`src/hw/rtl/bitplane_gradient_abs_sum_unit_defines.svh`:
```
// Assertion macros shared by the gradient block RTL.
`ifndef BITPLANE_GRADIENT_ABS_SUM_UNIT_DEFINES_SVH
`define BITPLANE_GRADIENT_ABS_SUM_UNIT_DEFINES_SVH

`ifndef SYNTHESIS
// Condition holds at every clock edge out of reset.
`define BGAS_ASSERT(lbl, cond, msg) \
  lbl: assert property (@(posedge clk_i) disable iff (!rst_ni) (cond)) else $error(msg);
// Consequent holds in the same cycle as the antecedent.
`define BGAS_ASSERT_IMP(lbl, ante, cons, msg) \
  lbl: assert property (@(posedge clk_i) disable iff (!rst_ni) (ante) |-> (cons)) \
    else $error(msg);
// Consequent holds in the cycle after the antecedent.
`define BGAS_ASSERT_NXT(lbl, ante, cons, msg) \
  lbl: assert property (@(posedge clk_i) disable iff (!rst_ni) (ante) |=> (cons)) \
    else $error(msg);
`else
`define BGAS_ASSERT(lbl, cond, msg)
`define BGAS_ASSERT_IMP(lbl, ante, cons, msg)
`define BGAS_ASSERT_NXT(lbl, ante, cons, msg)
`endif

`endif

```
`src/hw/rtl/bgas_pkg.sv`:
```
// Shared constants and types of the bit-plane gradient block.
package bgas_pkg;

  localparam int MAX_WIDTH        = 1024;
  localparam int PLANE_COUNT      = 8;
  localparam int NUM_INPUT_PLANES = 8;

  localparam int PIX_W      = 16;
  localparam int ROW_W      = 16;
  localparam int COL_W      = $clog2(MAX_WIDTH);
  localparam int OUT_COL_W  = 10;
  localparam int SUM_W      = 20;
  localparam int FW_W       = 11;
  localparam int FH_W       = 16;
  localparam int CFG_IDX_W  = 8;
  localparam int CFG_DATA_W = 16;

  localparam int MIN_DIM   = 3;
  localparam int FW_RESET  = 640;
  localparam int FH_RESET  = 480;
  localparam int LAST_COL_RESET = (FW_RESET > MAX_WIDTH ? MAX_WIDTH : FW_RESET) - 1;
  localparam int LAST_ROW_RESET = FH_RESET - 1;

  localparam int QDEPTH = 4;
  localparam int QPTR_W = $clog2(QDEPTH);
  localparam int QCNT_W = $clog2(QDEPTH + 1);

  typedef enum logic [CFG_IDX_W-1:0] {
    CFG_FRAME_WIDTH  = 8'd0,
    CFG_FRAME_HEIGHT = 8'd1
  } cfg_reg_e;

  typedef logic [PIX_W-1:0] pix_t;
  typedef pix_t [PLANE_COUNT-1:0] planes_t;

  // One line-store entry: the two rows above the current one for a column.
  typedef struct packed {
    planes_t upper;
    planes_t middle;
  } line_t;

  // Absolute differences of one interior pixel plus its position.
  typedef struct packed {
    planes_t           dx;
    planes_t           dy;
    logic [ROW_W-1:0]  row;
    logic [COL_W-1:0]  col;
  } job_t;

endpackage

```
`src/hw/rtl/bgas_queue.sv`:
```
// Short queue of difference jobs between the front and back ends.
`include "bitplane_gradient_abs_sum_unit_defines.svh"

module bgas_queue (
  input  logic            clk_i,
  input  logic            rst_ni,
  input  logic            push_i,
  input  bgas_pkg::job_t  job_i,
  output logic            valid_o,
  output bgas_pkg::job_t  job_o,
  input  logic            pop_i
);

  bgas_pkg::job_t               mem_q [bgas_pkg::QDEPTH];
  logic [bgas_pkg::QPTR_W-1:0]  wr_ptr_q, rd_ptr_q;
  logic [bgas_pkg::QCNT_W-1:0]  count_q;

  function automatic logic [bgas_pkg::QPTR_W-1:0] ptr_inc(
    input logic [bgas_pkg::QPTR_W-1:0] ptr
  );
    return (ptr == bgas_pkg::QPTR_W'(bgas_pkg::QDEPTH - 1)) ? '0
                                                            : ptr + bgas_pkg::QPTR_W'(1);
  endfunction

  always_ff @(posedge clk_i or negedge rst_ni) begin
    if (!rst_ni) begin
      wr_ptr_q <= '0;
      rd_ptr_q <= '0;
      count_q  <= '0;
    end else begin
      if (push_i) begin
        wr_ptr_q <= ptr_inc(wr_ptr_q);
      end
      if (pop_i) begin
        rd_ptr_q <= ptr_inc(rd_ptr_q);
      end
      count_q <= count_q + bgas_pkg::QCNT_W'(push_i) - bgas_pkg::QCNT_W'(pop_i);
    end
  end

  always_ff @(posedge clk_i) begin
    if (push_i) begin
      mem_q[wr_ptr_q] <= job_i;
    end
  end

  assign valid_o = (count_q != '0);
  assign job_o   = mem_q[rd_ptr_q];

  `BGAS_ASSERT(a_no_overflow, !(push_i && (count_q == bgas_pkg::QCNT_W'(bgas_pkg::QDEPTH))), "push into full queue")
  `BGAS_ASSERT_IMP(a_pop_nonempty, pop_i, count_q != '0, "pop from empty queue")

endmodule

```
`config.mk`:
```
export PLATFORM = sky130hd
export DESIGN_NAME = bgas_queue
export DESIGN_NICKNAME = d
export VERILOG_FILES = /design/src/hw/rtl/bgas_pkg.sv /design/src/hw/rtl/bgas_queue.sv
export VERILOG_INCLUDE_DIRS = /design/src /design/src/hw/rtl
export SDC_FILE = /design/constraint.sdc
export NUM_CORES = 1
export LEC_CHECK = 0
export BUFFER_PORTS_ARGS = -buffer_cell sky130_fd_sc_hd__buf_2
export CORE_UTILIZATION = 50
export CTS_CLUSTER_DIAMETER = 200
export DETAILED_ROUTE_END_ITERATION = 16
export PLACE_DENSITY = 0.73
export SYNTH_ARGS = -nofsm -noshare
export SYNTH_HDL_FRONTEND = slang
export SYNTH_SLANG_ARGS = --single-unit
```
`constraint.sdc`:
```
create_clock -name clk_i -period 11.7 [get_ports clk_i]
set_input_delay 1.755 -clock clk_i [delete_from_list [all_inputs] [get_ports clk_i]]
set_output_delay 1.755 -clock clk_i [all_outputs]
set_load 0.05 [all_outputs]
```
# After elaboration in Yosys (flattened, before gate mapping)
# Memories as Yosys holds them, arrays and structs flattened.
# Index checks and enable logic that the tools add are counted.
# W data, S select, Z words.
# word_totals
ff_bits	7
ramBits	1128
in_bits	286
out_inout_bits	283
mem_count	1
# mem_list
name	words	width	rd	rd_clocked_by_memory_dff	write_ports	line_no	rtl
mem_q	4	282	1	0	1	bgas_queue.sv:14	bgas_pkg::job_t mem_q [bgas_pkg::QDEPTH];
# classes
n_addsub	4
n_eq_ne	2
mux	4
reduce_logical	1
# ops
op	n
$add A2 B1 Y2 const B	2
$eq A2 B2 Y1 const B	2
$mux W2	2
$add A3 B1 Y3	1
$reduce_bool A3 Y1	1
$sub A3 B1 Y3	1
$mux W1	2

# Logic depth before layout (Yosys ltp)
# logic_depth
ltp_word	2
mapped_depth	8
mapped_depth_nobuf	8

# Worst setup path after synthesis
# OpenSTA, ideal clock, no wires.
# synth_path
path_type	in2reg
startpoint	input push_i
endpoint	memory mem_q[2][0] (netlist name) (enable)
t_arrival_ns	8.120
slack_ns	2.902
path_stages	1
path_cell_list	and2_1
# synth_via
elab_chain_cells	2
# synth_lines
item	line_no	rtl
start, declared	bgas_queue.sv:7	input logic push_i,
$mux W1	bgas_queue.sv:42	if (push_i) begin
$mux W1 (implied by the code)	bgas_queue.sv:43	mem_q[wr_ptr_q] <= job_i;
end, declared	bgas_queue.sv:14	
# Every way passes these cells.

==> impl_results.md <==
* Non-filler cells, final at 3,311
* Setup WS post-layout at 5790 ps
* DR WL met3 at 7410 um
* Met1 WL at 30,000 um
* Layout cells sized above 1 at 0.463
* Vias at 18,400
* Final setup violation count at 0
* Worst VDD drop at 0.298 mV
* Top-count cell post-synth: edfxtp_1
* Clock Path Buffers at 3
* CP Class: reg2out
* TritonCTS clock tree: done
* Site row count at 104
* WL met2 at 43,600 um
* Buffers on Ports at 568
* FF-to-FF setup slack at 8040 ps
* Dpl hpwl at 50,400 um
* Yosys Warn Count at 0
* Initial antenna violation count at 35
* Post-route setup TNS at 0 ps
* Final nets at 2,439
* Top cell type's share of synthesized area at 0.823
* Wirelength per Cell at 25.1 um
* GPL Wtd Cong at 0.778
* Crit-path max FO at 96
* Fin crit period at 5910 ps
* Inst Count DP at 3,094
* Remaining DRCs at 0
* CP max stage delay at 930 ps
* Status: completed
* Post-Route WL at 83,100 um
* Clock Latency Late Sink at 660 ps
* Num CTS Buffers at 109
* Final Core Density at 0.600
* Final ANT Viol Nets at 0
* Iter 0 DRT Violations at 1,181
* Root buffer cell: clkbuf_16
* Largest cells by area after synthesis: edfxtp_1 (82%), mux4_2 (15%), buf_6 (0.77%)
* WHS at 478 ps
* CP bufs+invs at 3
* Gr usage total at 0.195
* H-tree lvl count at 3
* RSZ-0062 raised after global routing: no
* CP arrival at 4150 ps
* Critical path capture point type: primary output
* Post-CTS Setup Bufs at 0
* Mapped Area at 41,100 sq um
* Vias in the first global route at 19,500
* CP delay by family, top: buffers and inverters
* Post-synth EDFFs at 1,128
* Leakage power at 16.4 nW
* Setup WS pre-CTS at 6320 ps
* Slew HR at 0.219
* Critical-path top delay cell: buf_4
* Max-slew violation count at 0
* I/O pin cnt at 569
* Synth top cells by count: edfxtp_1 (1,128), mux4_2 (282), buf_2 (28), buf_6 (28)
* Clock Pin Slew Worst Setup and Hold Paths at 60 ps
* Syn Area/Cell at 27.3 sq um
* Die Span X at 289 um
* Post-synth cell types at 21
* DRT Pass-1 Iters at 4
* GRT overflow at 0
* Pin count of the biggest net entering global routing at 143
* Final Skew at 35.0 ps
* Core area at 80,900 sq um
* Critical Path Source Type: register
* Seq/Total Area, Yosys at 0.828
* Synth area leader: edfxtp_1
* Die height at 289 um
* First-pass GRT wire length at 120,000 um
* Crit path cell chain: buf_4, buf_12, mux4_2, buf_2
* Die area at 83,400 sq um
* Synth Register Bits at 1,135
* Post-cts resize count at 0
* P per Cell Area at 289 nW/um^2
* Layout area overhead at 18.0%
* Hold Buf Count CTS at 0
* Period utilization at 0.505
* Max layer used: met5
* F_max at 0.169 GHz
* Clock sinks at 1,135
* Hold crit path type: reg2reg
* Post-Syn Nets at 1,802
* Critical path required time at 9950 ps
* Starting Density at 0.508
* Mapped Cells at 1,508
* Asr flop ratio synth at 0.00617
* Pin slew with the least headroom to its limit at 1170 ps
* Endpoints failing hold at 0
* Total of max-cap violations at 0
* Post-DR vias/cell at 5.56
* Most used DFF post-synth: edfxtp_1
[power breakdown]
group	total (mW)	switching [mW]	internal (mW)
Sequential	5.42	0.204	5.21
Combinational	5.21	3.73	1.49
Clock	3.38	1.44	1.94
[registers in the layout (all words and copies together) (netlist names)]
signal and cells:
rd_ptr_q 2, mem_q 1128, count_q 3, wr_ptr_q 2
[layout make-up]
type	instances	area, sq um
flip-flops and latches	1135	34100
fillers	5587	32400
multi-input cells	304	6570
repair buffers	589	3050
clock buffers	128	2840
well taps	1060	1330
clock inverters	70	644
diodes	19	47.5
inverters	6	22.5
[routing by layer]
metal,track usage,vias up
li1,-,7892
met5,0,-
met1,0.234,9654
met4,0.0668,32
met2,0.334,673
met3,0.0629,152
[worst paths after layout]
path                              from       endpoint  cells after the start
setup / recovery           rd_ptr_q[0]     job_o[229]                      4
hold / removal              count_q[2]     count_q[2]                      1
setup reg to reg           wr_ptr_q[0]  mem_q[2][176]                      5
hold reg to reg             count_q[2]     count_q[2]                      1
max in group asynchronous       rst_ni    rd_ptr_q[1]                      1
min in group asynchronous       rst_ni     count_q[2]                      1
[placed cells by master, fill, tap and decap left out, types with 4 or more instances in the layout]
| cell type | count |
|---|---|
| buf_4 | 17 |
| clkinvlp_4 | 5 |
| inv_1 | 6 |
| clkbuf_16 | 111 |
| and2_4 | 4 |
| clkinv_2 | 21 |
| bufinv_16 | 9 |
| diode_2 | 19 |
| edfxtp_1 | 1128 |
| ha_1 | 7 |
| mux4_2 | 282 |
| clkinv_1 | 28 |
| clkbuf_1 | 17 |
| buf_12 | 4 |
| buf_2 | 568 |
| dfrtp_1 | 5 |
[per-stage QoR]
step           power [mW]  instance area (sq um)
5_1_grt              14.5                  48500
4_1_cts              14.2                  48500
3_5_place_dp         10.8                  45000
2_1_floorplan        9.81                  41100
6_report             14.0                  48600
3_3_place_gp         10.7                  45000
[cells by family after synthesis]
family,Yosys count,share of synthesized area
DFF,1135,0.828
adders and majority gates,8,0.00262
xor gates and xnor gates,2,0.000426
buffers and inverters,69,0.0130
AOI/OAI and AO/OA,2,0.000243
muxes,284,0.155
and+or+nand+nor,8,0.00116
(Power assumes the default switching activity.)
