### config.mk
export PLATFORM = sky130hd
export DESIGN_NAME = bgas_back_flat
export DESIGN_NICKNAME = d
export VERILOG_FILES = /design/src/hw/rtl/bitplane_gradient_abs_sum_unit_defines.svh /design/src/hw/rtl/bgas_pkg.sv /design/src/hw/rtl/bgas_if.sv /design/src/hw/rtl/bgas_back.sv /design/src/flat_wrapper.sv
export SDC_FILE = /design/constraint.sdc
export NUM_CORES = 1
export LEC_CHECK = 0
export BUFFER_PORTS_ARGS = -buffer_cell sky130_fd_sc_hd__buf_2
export CAP_MARGIN = 20
export CORE_MARGIN = 2
export CORE_UTILIZATION = 51
export CTS_CLUSTER_DIAMETER = 30
export DETAILED_ROUTE_END_ITERATION = 6
export HOLD_SLACK_MARGIN = 0.12
export PLACE_DENSITY = 0.78
export SYNTH_ARGS = -nofsm -noshare
export SYNTH_HDL_FRONTEND = slang
export SYNTH_SLANG_ARGS = --single-unit
### constraint.sdc
create_clock -name clk_i -period 31.1 [get_ports clk_i]
set_input_delay 9.33 -clock clk_i [delete_from_list [all_inputs] [get_ports clk_i]]
set_output_delay 9.33 -clock clk_i [all_outputs]
set_load 0.01 [all_outputs]
### src/hw/rtl/bitplane_gradient_abs_sum_unit_defines.svh
// Assertion macros shared by the gradient block RTL.
`ifndef BITPLANE_GRADIENT_ABS_SUM_UNIT_DEFINES_SVH
`define BITPLANE_GRADIENT_ABS_SUM_UNIT_DEFINES_SVH

`ifndef SYNTHESIS
// Condition holds at every clock edge out of reset.
`define BGAS_ASSERT(lbl, cond, msg) \
  lbl: assert property (@(posedge clk_i) disable iff (!rst_ni) (cond)) else $error(msg);
// Consequent holds in the same cycle as the antecedent.
`define BGAS_ASSERT_IMP(lbl, ante, cons, msg) \
  lbl: assert property (@(posedge clk_i) disable iff (!rst_ni) (ante) |-> (cons)) \
    else $error(msg);
// Consequent holds in the cycle after the antecedent.
`define BGAS_ASSERT_NXT(lbl, ante, cons, msg) \
  lbl: assert property (@(posedge clk_i) disable iff (!rst_ni) (ante) |=> (cons)) \
    else $error(msg);
`else
`define BGAS_ASSERT(lbl, cond, msg)
`define BGAS_ASSERT_IMP(lbl, ante, cons, msg)
`define BGAS_ASSERT_NXT(lbl, ante, cons, msg)
`endif

`endif

### src/hw/rtl/bgas_pkg.sv
// Shared constants and types of the bit-plane gradient block.
package bgas_pkg;

  localparam int MAX_WIDTH        = 1024;
  localparam int PLANE_COUNT      = 8;
  localparam int NUM_INPUT_PLANES = 8;

  localparam int PIX_W      = 16;
  localparam int ROW_W      = 16;
  localparam int COL_W      = $clog2(MAX_WIDTH);
  localparam int OUT_COL_W  = 10;
  localparam int SUM_W      = 20;
  localparam int FW_W       = 11;
  localparam int FH_W       = 16;
  localparam int CFG_IDX_W  = 8;
  localparam int CFG_DATA_W = 16;

  localparam int MIN_DIM   = 3;
  localparam int FW_RESET  = 640;
  localparam int FH_RESET  = 480;
  localparam int LAST_COL_RESET = (FW_RESET > MAX_WIDTH ? MAX_WIDTH : FW_RESET) - 1;
  localparam int LAST_ROW_RESET = FH_RESET - 1;

  localparam int QDEPTH = 4;
  localparam int QPTR_W = $clog2(QDEPTH);
  localparam int QCNT_W = $clog2(QDEPTH + 1);

  typedef enum logic [CFG_IDX_W-1:0] {
    CFG_FRAME_WIDTH  = 8'd0,
    CFG_FRAME_HEIGHT = 8'd1
  } cfg_reg_e;

  typedef logic [PIX_W-1:0] pix_t;
  typedef pix_t [PLANE_COUNT-1:0] planes_t;

  // One line-store entry: the two rows above the current one for a column.
  typedef struct packed {
    planes_t upper;
    planes_t middle;
  } line_t;

  // Absolute differences of one interior pixel plus its position.
  typedef struct packed {
    planes_t           dx;
    planes_t           dy;
    logic [ROW_W-1:0]  row;
    logic [COL_W-1:0]  col;
  } job_t;

endpackage

### src/hw/rtl/bgas_if.sv


interface bgas_res_if;
  logic                           valid;
  logic                           ready;
  logic [bgas_pkg::SUM_W-1:0]     gradient_sum;
  logic [bgas_pkg::ROW_W-1:0]     out_row;
  logic [bgas_pkg::OUT_COL_W-1:0] out_col;
  modport source (output valid, gradient_sum, out_row, out_col, input ready);
  modport sink   (input valid, gradient_sum, out_row, out_col, output ready);
endinterface


### src/hw/rtl/bgas_back.sv
// Back end: adds the difference terms and drives the result channel.
module bgas_back (
  input  logic            clk_i,
  input  logic            rst_ni,
  input  logic            q_valid_i,
  input  bgas_pkg::job_t  job_i,
  output logic            q_pop_o,
  bgas_res_if.source      res_o
);

  logic                        a_valid_q, b_valid_q;
  logic                        a_adv, b_adv;
  logic [bgas_pkg::PIX_W:0]    a_sum_q [bgas_pkg::PLANE_COUNT];
  logic [bgas_pkg::ROW_W-1:0]  a_row_q, b_row_q;
  logic [bgas_pkg::COL_W-1:0]  a_col_q, b_col_q;
  logic [bgas_pkg::SUM_W-1:0]  total, b_sum_q;

  // Advance each stage when it is empty or its successor moves
  assign b_adv   = !b_valid_q || res_o.ready;
  assign a_adv   = !a_valid_q || b_adv;
  assign q_pop_o = q_valid_i && a_adv;

  always_comb begin
    total = '0;
    for (int p = 0; p < bgas_pkg::PLANE_COUNT; p++) begin
      total = total + bgas_pkg::SUM_W'(a_sum_q[p]);
    end
  end

  always_ff @(posedge clk_i or negedge rst_ni) begin
    if (!rst_ni) begin
      a_valid_q <= 1'b0;
      b_valid_q <= 1'b0;
    end else begin
      if (a_adv) begin
        a_valid_q <= q_valid_i;
      end
      if (b_adv) begin
        b_valid_q <= a_valid_q;
      end
    end
  end

  always_ff @(posedge clk_i) begin
    if (q_pop_o) begin
      for (int p = 0; p < bgas_pkg::PLANE_COUNT; p++) begin
        a_sum_q[p] <= {1'b0, job_i.dx[p]} + {1'b0, job_i.dy[p]};
      end
      a_row_q <= job_i.row;
      a_col_q <= job_i.col;
    end
    if (b_adv && a_valid_q) begin
      b_sum_q <= total;
      b_row_q <= a_row_q;
      b_col_q <= a_col_q;
    end
  end

  assign res_o.valid        = b_valid_q;
  assign res_o.gradient_sum = b_sum_q;
  assign res_o.out_row      = b_row_q;
  assign res_o.out_col      = bgas_pkg::OUT_COL_W'(b_col_q);

endmodule

### src/flat_wrapper.sv
// flat-port wrapper written by rule: the top's interface ports become plain ports
module bgas_back_flat 
  (clk_i, rst_ni, q_valid_i, job_i, q_pop_o, res_o_valid, res_o_gradient_sum, res_o_out_row, res_o_out_col, res_o_ready);
  bgas_res_if res_o_i ();
  input  logic clk_i;
  input  logic rst_ni;
  input  logic q_valid_i;
  input  bgas_pkg::job_t job_i;
  output logic q_pop_o;
  output wire logic [$bits(res_o_i.valid)-1:0] res_o_valid;
  output wire logic [$bits(res_o_i.gradient_sum)-1:0] res_o_gradient_sum;
  output wire logic [$bits(res_o_i.out_row)-1:0] res_o_out_row;
  output wire logic [$bits(res_o_i.out_col)-1:0] res_o_out_col;
  input wire logic [$bits(res_o_i.ready)-1:0] res_o_ready;
  assign res_o_valid = res_o_i.valid;
  assign res_o_gradient_sum = res_o_i.gradient_sum;
  assign res_o_out_row = res_o_i.out_row;
  assign res_o_out_col = res_o_i.out_col;
  assign res_o_i.ready = res_o_ready;
  bgas_back u_core (.clk_i(clk_i), .rst_ni(rst_ni), .q_valid_i(q_valid_i), .job_i(job_i), .q_pop_o(q_pop_o), .res_o(res_o_i));
endmodule
# Word level (Yosys, flattened, before mapping)
# Memories as Yosys holds them, arrays and structs flattened.
# Cells that the tools add are included.
dict set report word_totals {
  register_bits 74
  rom_bits 0
  ram_bits 136
  mem_count 1
  word_cells 31
  latchBits 0
}
# memory words width read_ports rd_ports_with_merged_regs wr line
set memory_table {}
lappend memory_table {u_core.a_sum_q 8 17 8 0 8 bgas_back.sv:13} ;# logic [bgas_pkg::PIX_W:0] a_sum_q [bgas_pkg::PLANE_COUNT];
dict set report classes {
  n_shift 0
  eq_ne 0
  n_addsub 15
  mul 0
  bitwise 0
  n_reduce_logical 6
  n_div 0
  n_mux 2
  n_lt_le_gt_ge 0
}
# cell n
set op_table {}
lappend op_table {{adder 16 x 16 -> 17 bit} 8}
lappend op_table {{adder 20 x 17 -> 20 bit} 6}
lappend op_table {{adder 17 x 17 -> 18 bit} 1}
lappend op_table {{logical AND 1 bit} 2}
lappend op_table {{zero test 1 bit} 2}
lappend op_table {{logical OR 1 bit} 2}
lappend op_table {{two-way mux 1 bit} 2}

# Depth between registers and ports, before layout
# An unclocked memory read counts as a cell.
dict set report depth {
  ltp_word 8
  mapped_depth 22
}

# Least setup slack after synthesis
# Ideal clock, no wire load.
dict set report synth_timing {
  path_kind {input -> output}
  start {input port res_o_ready}
  end {output port q_pop_o}
  slack_ns 0.502
  cell_stages 2
  arrival_time_ns 21.268
  path_cell_list {nor2b_1 -> a21boi_0}
}
dict set report synth_between {
  elab_chain_len 3
}
# item line
set synth_lines {}
lappend synth_lines {{start: declaration} flat_wrapper.sv:14} ;# input wire logic [$bits(res_o_i.ready)-1:0] res_o_ready;
lappend synth_lines {{logical OR 1 bit} bgas_back.sv:19} ;# assign b_adv = !b_valid_q || res_o.ready;
lappend synth_lines {{logical OR 1 bit} bgas_back.sv:20} ;# assign a_adv = !a_valid_q || b_adv;
lappend synth_lines {{logical AND 1 bit} bgas_back.sv:21} ;# assign q_pop_o = q_valid_i && a_adv;
lappend synth_lines {{end: declaration} flat_wrapper.sv:9} ;# output logic q_pop_o;
# No other way between the ends.

# Worst setup path in the final report
# Same ends and word-level chain as after synthesis.

==> impl_metrics.csv <==
group,metric,value,unit
status,status,"finished, final reports clean",
cts,root_buffer,"clkbuf_16",
setup_path,worstPathArrival,10.71,ns
route,wl_met1,15800,um
route,avgRoutedWirePerCell,16.8,um
synthesis,synth_edf_count,208,
cts,ctsHtreeMaxLevel,2,
cts,hold_buffers,0,
timing,tightest_slew,0.993,ns
cts,clock_latency,0.53,ns
setup_path,path_depth,5,
route,via_per_inst,5.32,
setup_path,path_buf_inv,3,
setup_path,cp_common_cell,"buf_2",
synthesis,async_flop_share,0.952,%
placement,place_hpwl,29600,um
placement,numPortBuffers,333,
setup_path,worstPathRequired,21.77,ns
floorplanning,die_area,32500,um^2
synthesis,syn_area,15800,um^2
floorplanning,rows,64,
global_routing,grt_max_degree,164,
setup_path,r2r_slack,24.94,ns
floorplanning,io_pins,334,
synthesis,synth_top_area_share,39.5,%
hold_path,hp-class,"flop to flop",
power_and_ir_drop,total_power,2440,uW
synthesis,synth-seq-cells,210,
cells_and_area,multiInputGateArea,8800,um^2
route,wl_met3,2430,um
synthesis,ys_seq_area_share,39.8,%
cells_and_area,nNetsFinal,2328,
synthesis,synth.top_cells.by_count,"edfxtp_1, inv_1, ha_1, a21oi_1, fa_1",
timing,min_period,20.04,ns
power_and_ir_drop,power.density,125,nW/um^2
route,routed.top_layer,"met4",
floorplanning,core_area,30600,um^2
synthesis,synth_area_leaders,"edfxtp_1, ha_1, fa_1",
setup_path,end_kind,"output port",
synthesis,syn-num-nets,1949,
synthesis,syn_area_per_cell,11.3,um^2
cts,cts-buffers-inserted,46,
floorplanning,die_width,180,um
route,wl_met2,18200,um
cts,clk_pin_slew,0.05,ns
floorplanning,fp.dieH,180,um
cts,cts_tree,"yes",
floorplanning,floorplan.initialDensity,51.7,%
setup_path,path_cells,"buf_2 > nor2b_1 > a21boi_4 > buf_12 > buf_2",
power_and_ir_drop,power_leakage,0.00888,uW
cts,clk_path_buf_depth,3,
global_routing,grt_pass1_wl,60200,um
route,vias,11800,
timing,fmax,49.9,MHz
cells_and_area,nFillCells,2432,
timing,slew_headroom,33.8,%
timing,setup-violations-final,0,
power_and_ir_drop,ir_drop,165,uV
synthesis,synthCells,1402,
route,first_iter_violations,572,
global_routing,grt_usage,23.1,%
setup_path,cp_max_fo,163,
flow_run,drv_cap,0,
cts,cts_sinks,210,
timing,period_share,64.4,%
synthesis,yosysTopAreaCell,"edfxtp_1",
setup_path,slowest_delay,0.54,ns
global_routing,overflow,0,
synthesis,synth_cell_types,61,
route,final_antenna_net_count,0,
cells_and_area,seq_area,6300,um^2
synthesis,synth_ff_type,"edfxtp_1",
setup_path,rr_endpoint,"u_core.res_o.gradient_sum[19]",
cts,ctsResizeCount,0,
timing,hold_viol,0,
route,drtPass1Iterations,5,
setup_path,r2r-start,"u_core.a_sum_q[0][0]",
cells_and_area,layout-drive-gt1-share,24.5,%
timing,rsz0062_at_grt,"false",
route,wl,37200,um
timing,skew,0.0201,ns
global_routing,grt_pass1_vias,12200,
setup_path,worst-r2r-cell-count,21,
setup_path,slowest_stage,"buf_12",
setup_path,crit_type,"input port to output port",
timing,finalSetupTns,0,ns
setup_path,cp-endpoint,"q_pop_o",
cts,postCtsSetupRepairBufs,0,
setup_path,critical-path-top-delay-family,"buffers and inverters",
synthesis,synthMostInstantiatedCell,"edfxtp_1",
global_routing,antenna_found_initial,2,
setup_path,crit_start,"res_o_ready",
setup_path,cp-start-kind,"input port",
route,drc,0,
cells_and_area,syn2layout_area_growth,23.6,%
synthesis,yosysWarnings,0,
timing,drv_slew,0,
placement,finalWeightedCongestion,0.874,
==> through the flow <==
stage               utilization, %  worst slack [ns]  hold WS [ns]  instance area (um^2)  instances
detailed placement            58.9             11.09         0.406                 18000       2128
finish                        64.0             11.06         0.414                 19600       2214
floorplan                        -             0.502         0.400                 15800       1402
CTS                           63.9             11.09         0.417                 19500       2212
global route                  64.0             11.00         0.422                 19600       2214
global placement              58.9             11.15         0.402                 18000       2128
==> cells by family after synthesis <==
logic type / Yosys count / synth area share, %
fa+ha+maj: 261 / 25.0
compound gates: 364 / 16.3
buf+inv: 198 / 4.71
simple gates: 246 / 7.44
xor+xnor: 120 / 6.64
mux: 3 / 0.190
flops: 210 / 39.8
==> sequential cells by signal, indices dropped and copies added (netlist names) <==
| register | cells |
|---|---|
| u_core.a_valid_q | 1 |
| u_core.res_o.out_col | 10 |
| u_core.a_row_q | 16 |
| u_core.res_o.valid | 1 |
| u_core.a_col_q | 10 |
| u_core.res_o.out_row | 16 |
| u_core.res_o.gradient_sum | 20 |
| u_core.a_sum_q | 136 |
==> layout make-up <==
type | count | share of cell area [%]
multi-input cells | 994 | 45.0
flip-flops and latches | 210 | 32.2
repair buffers | 335 | 8.72
well taps | 396 | 2.53
clock inverters | 27 | 1.68
diodes | 1 | 0.0128
inverters | 194 | 3.72
clock buffers | 57 | 6.20
==> worst min-delay path by stage <==
stage                       startpoint                       end  depth (start not counted)
floorplan            u_core.a_col_q[0]   u_core.res_o.out_col[0]                          0
global placement     u_core.a_col_q[5]   u_core.res_o.out_col[5]                          0
detailed placement   u_core.a_row_q[4]   u_core.res_o.out_row[4]                          0
CTS                  u_core.a_col_q[6]   u_core.res_o.out_col[6]                          0
global route        u_core.a_row_q[13]  u_core.res_o.out_row[13]                          0
finish               u_core.a_col_q[6]   u_core.res_o.out_col[6]                          0
==> report_power, final <==
| group | total [uW] | internal, uW | switching, uW |
|---|---|---|---|
| clock network | 477 | 315 | 162 |
| registers | 463 | 447 | 16.7 |
| logic | 1500 | 670 | 833 |
| total | 2440 | 1430 | 1010 |
==> per-layer routing <==
layer / GRT usage [%] / vias up
met5: 0 / -
met4: 6.29 / 0
met3: 4.95 / 58
met2: 40.2 / 343
met1: 29.1 / 5577
li1: - / 5806
==> cell usage in the layout, fill, tap and decap left out, drive strengths merged, types with 8 or more instances in the layout <==
cell / instances
and3: 11
a211oi: 16
a31oi: 11
o21ai: 59
clkbuf: 57
o31a: 9
nor2: 77
ha: 169
edfxtp: 208
nor3: 33
nand2b: 18
nand2: 46
a21o: 38
xor2: 32
inv: 207
nor2b: 18
a221oi: 8
fa: 92
o21a: 43
xnor2: 88
buf: 335
o211ai: 11
nand3: 22
o21bai: 28
a21oi: 97
(Power assumes the default switching activity.)
